==> config.mk <==
export PLATFORM = sky130hd
export DESIGN_NAME = hsl_to_rgb_pixel_flat
export DESIGN_NICKNAME = d
export VERILOG_FILES = /design/src/sv/hsl_pkg.sv /design/src/sv/hsl_if.sv /design/src/sv/rgb_if.sv /design/src/sv/hsl_scale.sv /design/src/sv/hsl_to_rgb_pixel.sv /design/src/flat_wrapper.sv
export SDC_FILE = /design/constraint.sdc
export NUM_CORES = 2
export LEC_CHECK = 0
export BUFFER_PORTS_ARGS = -buffer_cell sky130_fd_sc_hd__buf_2
export CAP_MARGIN = 10
export CORE_MARGIN = 2
export CORE_UTILIZATION = 50
export CTS_CLUSTER_SIZE = 12
export DETAILED_ROUTE_END_ITERATION = 8
export PLACE_DENSITY_LB_ADDON = 0.08
export SYNTH_ARGS = -nofsm -noshare
export SYNTH_HDL_FRONTEND = slang
export SYNTH_SLANG_ARGS = --single-unit
==> constraint.sdc <==
create_clock -name clk -period 12.5 [get_ports clk]
set_input_delay 1.25 -clock clk [delete_from_list [all_inputs] [get_ports clk]]
set_output_delay 1.25 -clock clk [all_outputs]
set_load 0.02 [all_outputs]
==> src/sv/hsl_pkg.sv <==
`default_nettype none

package hsl_pkg;

  // full scale of the hue, saturation and lightness inputs
  localparam logic [7:0] FULL_SCALE = 8'd240;
  // lightness at or below this takes the l*(1+s) branch
  localparam logic [7:0] HALF_SCALE = 8'd120;
  // v at full scale, in units of 1/57600
  localparam logic [15:0] V_FULL = 16'd57600;

  // width of a channel value scaled by 2304000
  localparam int unsigned CHAN_W = 22;
  // width of the channel value after the divide by 2048
  localparam int unsigned QUOT_W = 15;
  // reciprocal of 75 for the final divide, shifted by RECIP_SHIFT
  localparam logic [15:0] RECIP_75 = 16'd55925;
  localparam int unsigned RECIP_SHIFT = 22;

  // hue sextant, grey when hue is at full scale
  typedef enum logic [2:0] {
    SEXT_0,
    SEXT_1,
    SEXT_2,
    SEXT_3,
    SEXT_4,
    SEXT_5,
    SEXT_GREY
  } sextant_t;

  // stage enables handed to the channel scaler
  typedef struct packed {
    logic mul;
    logic out;
  } scale_en_t;

endpackage

`default_nettype wire

==> src/sv/hsl_if.sv <==
`default_nettype none

interface hsl_if;
  logic       valid;
  logic       ready;
  logic [7:0] hue;
  logic [7:0] saturation;
  logic [7:0] lightness;

  modport source (output valid, output hue, output saturation, output lightness,
                  input ready);
  modport sink (input valid, input hue, input saturation, input lightness,
                output ready);
endinterface

`default_nettype wire

==> src/sv/rgb_if.sv <==
`default_nettype none

interface rgb_if;
  logic       valid;
  logic       ready;
  logic [7:0] red;
  logic [7:0] green;
  logic [7:0] blue;

  modport source (output valid, output red, output green, output blue, input ready);
  modport sink (input valid, input red, input green, input blue, output ready);
endinterface

`default_nettype wire

==> src/sv/hsl_scale.sv <==
`default_nettype none

// floor(x*255/2304000) = floor(floor(x*17/2048)/75), two register stages
module hsl_scale (
  input  wire logic                          clk,
  input  wire hsl_pkg::scale_en_t            en,
  input  wire logic [hsl_pkg::CHAN_W-1:0]    x,
  output logic [7:0]                         chan
);

  logic [hsl_pkg::CHAN_W+3:0]  prod17;
  logic [hsl_pkg::QUOT_W-1:0]  quot;
  logic [30:0]                 recip_prod;

  // times 17, then drop the low eleven bits
  assign prod17 = {x, 4'd0} + {4'd0, x};

  always_ff @(posedge clk) begin
    if (en.mul) begin
      quot <= prod17[hsl_pkg::CHAN_W+3:11];
    end
  end

  // divide by 75 through the reciprocal, exact for quotients up to 19125
  assign recip_prod = {16'd0, quot} * {15'd0, hsl_pkg::RECIP_75};

  always_ff @(posedge clk) begin
    if (en.out) begin
      chan <= recip_prod[hsl_pkg::RECIP_SHIFT+7:hsl_pkg::RECIP_SHIFT];
    end
  end

endmodule

`default_nettype wire

==> src/sv/hsl_to_rgb_pixel.sv <==
`default_nettype none

// HSL to RGB pixel converter. Hue, saturation and lightness arrive on a
// 0..240 scale (values above 240 saturate to 240, hue 240 gives grey) and
// leave as 8-bit red, green and blue, each exactly floor(channel*255).
// One pixel enters per clock while the output drains, through six register
// stages (clamp and product, v and m, offset, sextant routing, times 17,
// divide by 75), each with its own valid bit. A stage holds while the one
// after it is full and stalled, so gaps close up under back-pressure and
// the input stays ready until all six stages are full.
module hsl_to_rgb_pixel (
  input  wire logic clk,
  input  wire logic rst,
  hsl_if.sink       hsl,
  rgb_if.source     rgb
);

  localparam int unsigned NSTAGE = 6;

  logic [NSTAGE-1:0] valid;
  logic [NSTAGE-1:0] en;

  // stage A
  logic [7:0]          hv_c;
  logic [7:0]          sv_c;
  logic [7:0]          lv_c;
  hsl_pkg::sextant_t   sext_in;
  logic [7:0]          sext_base;
  logic [7:0]          hue_rem;
  logic                lv_high;
  logic [7:0]          mul_a;
  logic [8:0]          mul_b;
  logic [16:0]         mul_p;
  logic [15:0]         a_prod;
  logic                a_high;
  logic [7:0]          a_lv;
  hsl_pkg::sextant_t   a_sext;
  logic [5:0]          a_frac;

  // stage B
  logic [15:0]         vq;
  logic [16:0]         l480;
  logic [16:0]         mq_wide;
  logic [15:0]         b_vq;
  logic [15:0]         b_mq;
  logic [7:0]          b_lv;
  hsl_pkg::sextant_t   b_sext;
  logic [5:0]          b_frac;

  // stage C
  logic [15:0]                  diff;
  logic [21:0]                  off_p;
  logic [hsl_pkg::CHAN_W-1:0]   c_vs;
  logic [hsl_pkg::CHAN_W-1:0]   c_ms;
  logic [hsl_pkg::CHAN_W-1:0]   c_off;
  logic [hsl_pkg::CHAN_W-1:0]   c_grey;
  hsl_pkg::sextant_t            c_sext;
  logic                         c_black;

  // stage D
  logic [hsl_pkg::CHAN_W-1:0]   up;
  logic [hsl_pkg::CHAN_W-1:0]   down;
  logic [hsl_pkg::CHAN_W-1:0]   r_sel;
  logic [hsl_pkg::CHAN_W-1:0]   g_sel;
  logic [hsl_pkg::CHAN_W-1:0]   b_sel;
  logic [hsl_pkg::CHAN_W-1:0]   d_r;
  logic [hsl_pkg::CHAN_W-1:0]   d_g;
  logic [hsl_pkg::CHAN_W-1:0]   d_b;

  hsl_pkg::scale_en_t           scale_en;

  // per-stage advance: a stage loads when empty or when it drains itself
  always_comb begin
    en[NSTAGE-1] = !valid[NSTAGE-1] || rgb.ready;
    for (int i = NSTAGE - 2; i >= 0; i--) begin
      en[i] = !valid[i] || en[i+1];
    end
  end

  assign hsl.ready = en[0];

  always_ff @(posedge clk) begin
    if (rst) begin
      valid <= '0;
    end else begin
      if (en[0]) valid[0] <= hsl.valid;
      for (int i = 1; i < NSTAGE; i++) begin
        if (en[i]) valid[i] <= valid[i-1];
      end
    end
  end

  // input clamp
  assign hv_c = (hsl.hue > hsl_pkg::FULL_SCALE) ? hsl_pkg::FULL_SCALE : hsl.hue;
  assign sv_c = (hsl.saturation > hsl_pkg::FULL_SCALE) ? hsl_pkg::FULL_SCALE
                                                       : hsl.saturation;
  assign lv_c = (hsl.lightness > hsl_pkg::FULL_SCALE) ? hsl_pkg::FULL_SCALE
                                                      : hsl.lightness;

  // hue sextant and position inside it
  always_comb begin
    if (hv_c >= 8'd240) begin
      sext_in = hsl_pkg::SEXT_GREY; sext_base = 8'd240;
    end else if (hv_c >= 8'd200) begin
      sext_in = hsl_pkg::SEXT_5; sext_base = 8'd200;
    end else if (hv_c >= 8'd160) begin
      sext_in = hsl_pkg::SEXT_4; sext_base = 8'd160;
    end else if (hv_c >= 8'd120) begin
      sext_in = hsl_pkg::SEXT_3; sext_base = 8'd120;
    end else if (hv_c >= 8'd80) begin
      sext_in = hsl_pkg::SEXT_2; sext_base = 8'd80;
    end else if (hv_c >= 8'd40) begin
      sext_in = hsl_pkg::SEXT_1; sext_base = 8'd40;
    end else begin
      sext_in = hsl_pkg::SEXT_0; sext_base = 8'd0;
    end
  end

  assign hue_rem = hv_c - sext_base;

  // one multiplier: l*(240+s) for dark pixels, (240-l)*(240-s) for light
  assign lv_high = lv_c > hsl_pkg::HALF_SCALE;
  assign mul_a   = lv_high ? (hsl_pkg::FULL_SCALE - lv_c) : lv_c;
  assign mul_b   = lv_high ? {1'b0, hsl_pkg::FULL_SCALE - sv_c}
                           : ({1'b0, hsl_pkg::FULL_SCALE} + {1'b0, sv_c});
  assign mul_p   = {9'd0, mul_a} * {8'd0, mul_b};

  always_ff @(posedge clk) begin
    if (en[0]) begin
      a_prod <= mul_p[15:0];
      a_high <= lv_high;
      a_lv   <= lv_c;
      a_sext <= sext_in;
      a_frac <= hue_rem[5:0];
    end
  end

  // v and m in units of 1/57600
  assign vq      = a_high ? (hsl_pkg::V_FULL - a_prod) : a_prod;
  assign l480    = {a_lv, 9'd0} - {4'd0, a_lv, 5'd0};
  assign mq_wide = l480 - {1'b0, vq};

  always_ff @(posedge clk) begin
    if (en[1]) begin
      b_vq   <= vq;
      b_mq   <= mq_wide[15:0];
      b_lv   <= a_lv;
      b_sext <= a_sext;
      b_frac <= a_frac;
    end
  end

  // offset (v-m)*frac, and v, m, grey scaled to units of 1/2304000
  assign diff  = b_vq - b_mq;
  assign off_p = {6'd0, diff} * {16'd0, b_frac};

  always_ff @(posedge clk) begin
    if (en[2]) begin
      c_vs    <= {1'b0, b_vq, 5'd0} + {3'd0, b_vq, 3'd0};
      c_ms    <= {1'b0, b_mq, 5'd0} + {3'd0, b_mq, 3'd0};
      c_off   <= off_p;
      c_grey  <= {14'd0, b_lv} * 22'd9600;
      c_sext  <= b_sext;
      c_black <= (b_vq == 16'd0);
    end
  end

  // sextant routing
  assign up   = c_ms + c_off;
  assign down = c_vs - c_off;

  always_comb begin
    r_sel = c_grey;
    g_sel = c_grey;
    b_sel = c_grey;
    if (!c_black) begin
      case (c_sext)
        hsl_pkg::SEXT_0: begin r_sel = c_vs; g_sel = up;   b_sel = c_ms; end
        hsl_pkg::SEXT_1: begin r_sel = down; g_sel = c_vs; b_sel = c_ms; end
        hsl_pkg::SEXT_2: begin r_sel = c_ms; g_sel = c_vs; b_sel = up;   end
        hsl_pkg::SEXT_3: begin r_sel = c_ms; g_sel = down; b_sel = c_vs; end
        hsl_pkg::SEXT_4: begin r_sel = up;   g_sel = c_ms; b_sel = c_vs; end
        hsl_pkg::SEXT_5: begin r_sel = c_vs; g_sel = c_ms; b_sel = down; end
        default: begin r_sel = c_grey; g_sel = c_grey; b_sel = c_grey; end
      endcase
    end
  end

  always_ff @(posedge clk) begin
    if (en[3]) begin
      d_r <= r_sel;
      d_g <= g_sel;
      d_b <= b_sel;
    end
  end

  // scale each channel to 0..255
  assign scale_en.mul = en[4];
  assign scale_en.out = en[5];

  hsl_scale u_scale_r (.clk(clk), .en(scale_en), .x(d_r), .chan(rgb.red));
  hsl_scale u_scale_g (.clk(clk), .en(scale_en), .x(d_g), .chan(rgb.green));
  hsl_scale u_scale_b (.clk(clk), .en(scale_en), .x(d_b), .chan(rgb.blue));

  assign rgb.valid = valid[NSTAGE-1];

endmodule

`default_nettype wire

==> src/flat_wrapper.sv <==
// flat-port wrapper written by rule: the top's interface ports become plain ports
module hsl_to_rgb_pixel_flat 
  (clk, rst, hsl_valid, hsl_hue, hsl_saturation, hsl_lightness, hsl_ready, rgb_valid, rgb_red, rgb_green, rgb_blue, rgb_ready);
  hsl_if hsl_i ();
  rgb_if rgb_i ();
  input  wire logic clk;
  input  wire logic rst;
  input wire logic [$bits(hsl_i.valid)-1:0] hsl_valid;
  input wire logic [$bits(hsl_i.hue)-1:0] hsl_hue;
  input wire logic [$bits(hsl_i.saturation)-1:0] hsl_saturation;
  input wire logic [$bits(hsl_i.lightness)-1:0] hsl_lightness;
  output wire logic [$bits(hsl_i.ready)-1:0] hsl_ready;
  output wire logic [$bits(rgb_i.valid)-1:0] rgb_valid;
  output wire logic [$bits(rgb_i.red)-1:0] rgb_red;
  output wire logic [$bits(rgb_i.green)-1:0] rgb_green;
  output wire logic [$bits(rgb_i.blue)-1:0] rgb_blue;
  input wire logic [$bits(rgb_i.ready)-1:0] rgb_ready;
  assign hsl_i.valid = hsl_valid;
  assign hsl_i.hue = hsl_hue;
  assign hsl_i.saturation = hsl_saturation;
  assign hsl_i.lightness = hsl_lightness;
  assign hsl_ready = hsl_i.ready;
  assign rgb_valid = rgb_i.valid;
  assign rgb_red = rgb_i.red;
  assign rgb_green = rgb_i.green;
  assign rgb_blue = rgb_i.blue;
  assign rgb_i.ready = rgb_ready;
  hsl_to_rgb_pixel u_core (.clk(clk), .rst(rst), .hsl(hsl_i), .rgb(rgb_i));
endmodule
==> metrics.txt <==
Yosys warning total=0; critical path's slowest cell=fa_1; hold slack final=0.4148 ns; Synth cell types=78; final net count=4813; final hold violations=0; Synth area leader=edfxtp_1; hold buffer count at CTS=0; CP Class=primary input to register; Area contributors post-synth=edfxtp_1 (24%), ha_1 (20%), fa_1 (20%); sequential fraction of the synthesis area=24.13%; Worst Setup Start Kind=primary input; share of cells above drive strength 1=4.563%; Max Slew Vio Count=0; Final setup viols=0; CP Capture Type=register; Compound-Gate Fraction of Synth Area=12.11%; EDFF count, synth=294; drt drc=0; Mapped Cells=3752; worst rel slew slack=30.22%; largest net degree at the start of global routing=78; slew at the pin closest to its max-slew limit=1.047 ns; Rows=99; CORE AREA=73210 sq um; Maximum Capacitance Violations=0; number of diodes=0; height of the die=276.4 um; post-CTS setup buffers=0; CP Max Fanout=11; post-synthesis mux area share=0.3272%; Skew-Pair Late Insertion Delay=0.58 ns; main combinational cell family by area after synthesis=adder cells; Max Freq=0.1358 GHz; I/O pin cnt=54; Placed Cells=4725; GRT overflow=0; min-delay worst type=register to register; Initial DRT Pass Iterations=6; register bit total from synthesis=300; CTS Buf Count=39; first-pass GRT wire length=139800 um; ys async rst share=0%; R2R Setup Slk=6.00 ns; final wirelength=84180 um; fin cells=4794; Crit path max-delay family=adder cells; run status=finished clean; htree depth=2; I/O Buffers=53; drt initial violations=1650; synthesized area=37090 sq um; xor and xnor fraction of the mapped netlist area=4.979%; Bufs on Longest Clock Path=3; most frequent CP cell=inv_1; area grow syn2layout=7.348%; Avg Inst Size Synth=9.885 sq um; vias in the first global route=26870; Worst Path Arrival=7.69 ns; post-CTS sizing=0; clk_skew=0.02979 ns; Die Area=76370 sq um; Initial Util=50.66%; vias post-DR=26010; CTS clk-pin slew, worst paths=0.06 ns; prevailing post-synth register cell=edfxtp_1; Root Driver=clkbuf_16; minimum clock period=7.364 ns; initial antenna violation count=0; wire length per cell=17.56 um; Chip Width=276.4 um; setup_tns=0 ns; GRT Util Overall=22.62%; crit share post-route=58.92%; Worst Path Required=12.82 ns; Max stage delay on crit path=0.54 ns; DR vias/cell=5.425; Final HPWL DP=69250 um; placer congestion estimate=0.8823; Final ANT Viol Nets=0; area share of fa/ha/maj cells after synthesis=40.60%; worst path buffer plus inverter count=6; Synth top area share=23.80%; RSZ-0062 raised after global routing=false; CTS tree=built; Simple-Gate Fraction of Synth Area=10.04%; CTS sink count=300; final core utilization=54.38%
==> per-stage QoR <==
step	cell area, sq um	setup slack [ns]
after floorplan	37120	5.443
after global placement	38490	4.687
after detailed placement	38490	4.516
after CTS	39810	5.141
after global routing	39810	4.478
final	39810	5.136
==> Yosys cell counts, types with 7 or more instances <==
master and instances:
xnor2_1 151, nand2_1 162, nand3_1 61, xor2_1 58, o211ai_1 23, nand2b_1 43, or3_1 18, inv_1 700
a221oi_1 34, o21ai_1 7, o21ai_0 138, ha_1 602, nor3_1 52, nor2b_1 26, a21boi_0 8, nor2_1 289
a31oi_1 33, and2_1 44, o22ai_1 12, a21o_1 50, or2_2 19, nand4_1 13, a221o_1 7, o41ai_1 8
buf_1 10, mux2i_1 11, and3_1 31, and4_1 8, a211oi_1 29, edfxtp_1 294, clkbuf_1 55, a21oi_1 199
nor4_1 12, fa_1 376, o21a_1 39, o21bai_1 19, o31ai_1 10
==> final timing paths <==
| check | to | startpoint | depth (start not counted) |
|---|---|---|---|
| worst max-delay path | u_core.a_prod[15] | hsl_lightness[7] | 25 |
| worst min-delay path | u_core.b_frac[3] | u_core.a_frac[3] | 0 |
| worst max register to register | u_core.c_off[18] | u_core.b_vq[2] | 22 |
| worst min register to register | u_core.b_frac[3] | u_core.a_frac[3] | 0 |
==> routing by layer <==
metal	wire length, um	up-vias	GRT usage, %
met1	38300	12460	30.64
met4	2278	0	6.557
met2	39690	564	38.01
li1	-	12870	-
met5	0	-	0
met3	3908	115	2.924
==> logic make-up after synthesis <==
logic type | count (synthesis)
other cells | 2
mux | 12
xor+xnor | 210
simple gates | 790
compound gates | 691
buf+inv | 769
flops | 300
fa+ha+maj | 978
==> sequential cells by signal, summed over array words and instances (netlist names), 3 cells and up <==
register,flops
u_core.d_b,22
u_core.d_g,22
u_core.d_r,22
u_core.c_off,21
u_core.c_ms,19
u_core.c_vs,18
u_core.a_prod,16
u_core.b_mq,16
u_core.b_vq,15
u_core.c_grey,15
u_core.u_scale_b.quot,15
u_core.u_scale_g.quot,15
u_core.u_scale_r.quot,15
u_core.a_lv,8
u_core.b_lv,8
u_core.u_scale_b.chan,8
u_core.u_scale_g.chan,8
u_core.u_scale_r.chan,8
u_core.a_frac,6
u_core.b_frac,6
u_core.valid,6
u_core.a_sext,3
u_core.b_sext,3
u_core.c_sext,3
==> layout make-up <==
cell class	count	area [sq um]
fillers	6680	33390
multi-input cells	2692	25300
flip-flops and latches	300	8949
inverters	702	2635
well taps	959	1200
clock buffers	47	1059
repair buffers	72	407.9
clock inverters	22	260.3
==> cells in the final DEF (no fill, tap or decap), types with 12 or more instances in the layout <==
cell / instances
inv_1: 699
ha_1: 602
fa_1: 376
edfxtp_1: 294
nor2_1: 289
a21oi_1: 198
nand2_1: 160
xnor2_1: 151
o21ai_0: 138
nand3_1: 60
xor2_1: 58
buf_2: 53
nor3_1: 52
a21o_1: 50
and2_1: 44
nand2b_1: 43
clkbuf_16: 41
o21a_1: 39
a221oi_1: 34
a31oi_1: 33
and3_1: 31
a211oi_1: 29
nor2b_1: 26
o211ai_1: 23
or2_2: 19
o21bai_1: 19
buf_4: 19
or3_1: 18
nand4_1: 13
nor4_1: 12
o22ai_1: 12
==> worst reg2reg max path, cell delays in order, from the launching register on <==
cell and delay, ns:
edfxtp_1 0.49, ha_1 0.36, nor2b_1 0.14, o21ai_0 0.19, a21boi_0 0.14, o21ai_0 0.44
nor2b_1 0.22, xnor2_1 0.30, and2_1 0.24, fa_1 0.41, inv_1 0.07, fa_1 0.44
fa_1 0.54, inv_1 0.04, ha_1 0.32, a21oi_1 0.09, o21ai_0 0.27, a21oi_1 0.14
o21ai_0 0.37, a211oi_1 0.20, o41ai_1 0.43, a21oi_1 0.13, xnor2_1 0.28
Power is not shown: default switching activity piles up to over one toggle a cycle in this logic, so the estimate is an artifact.
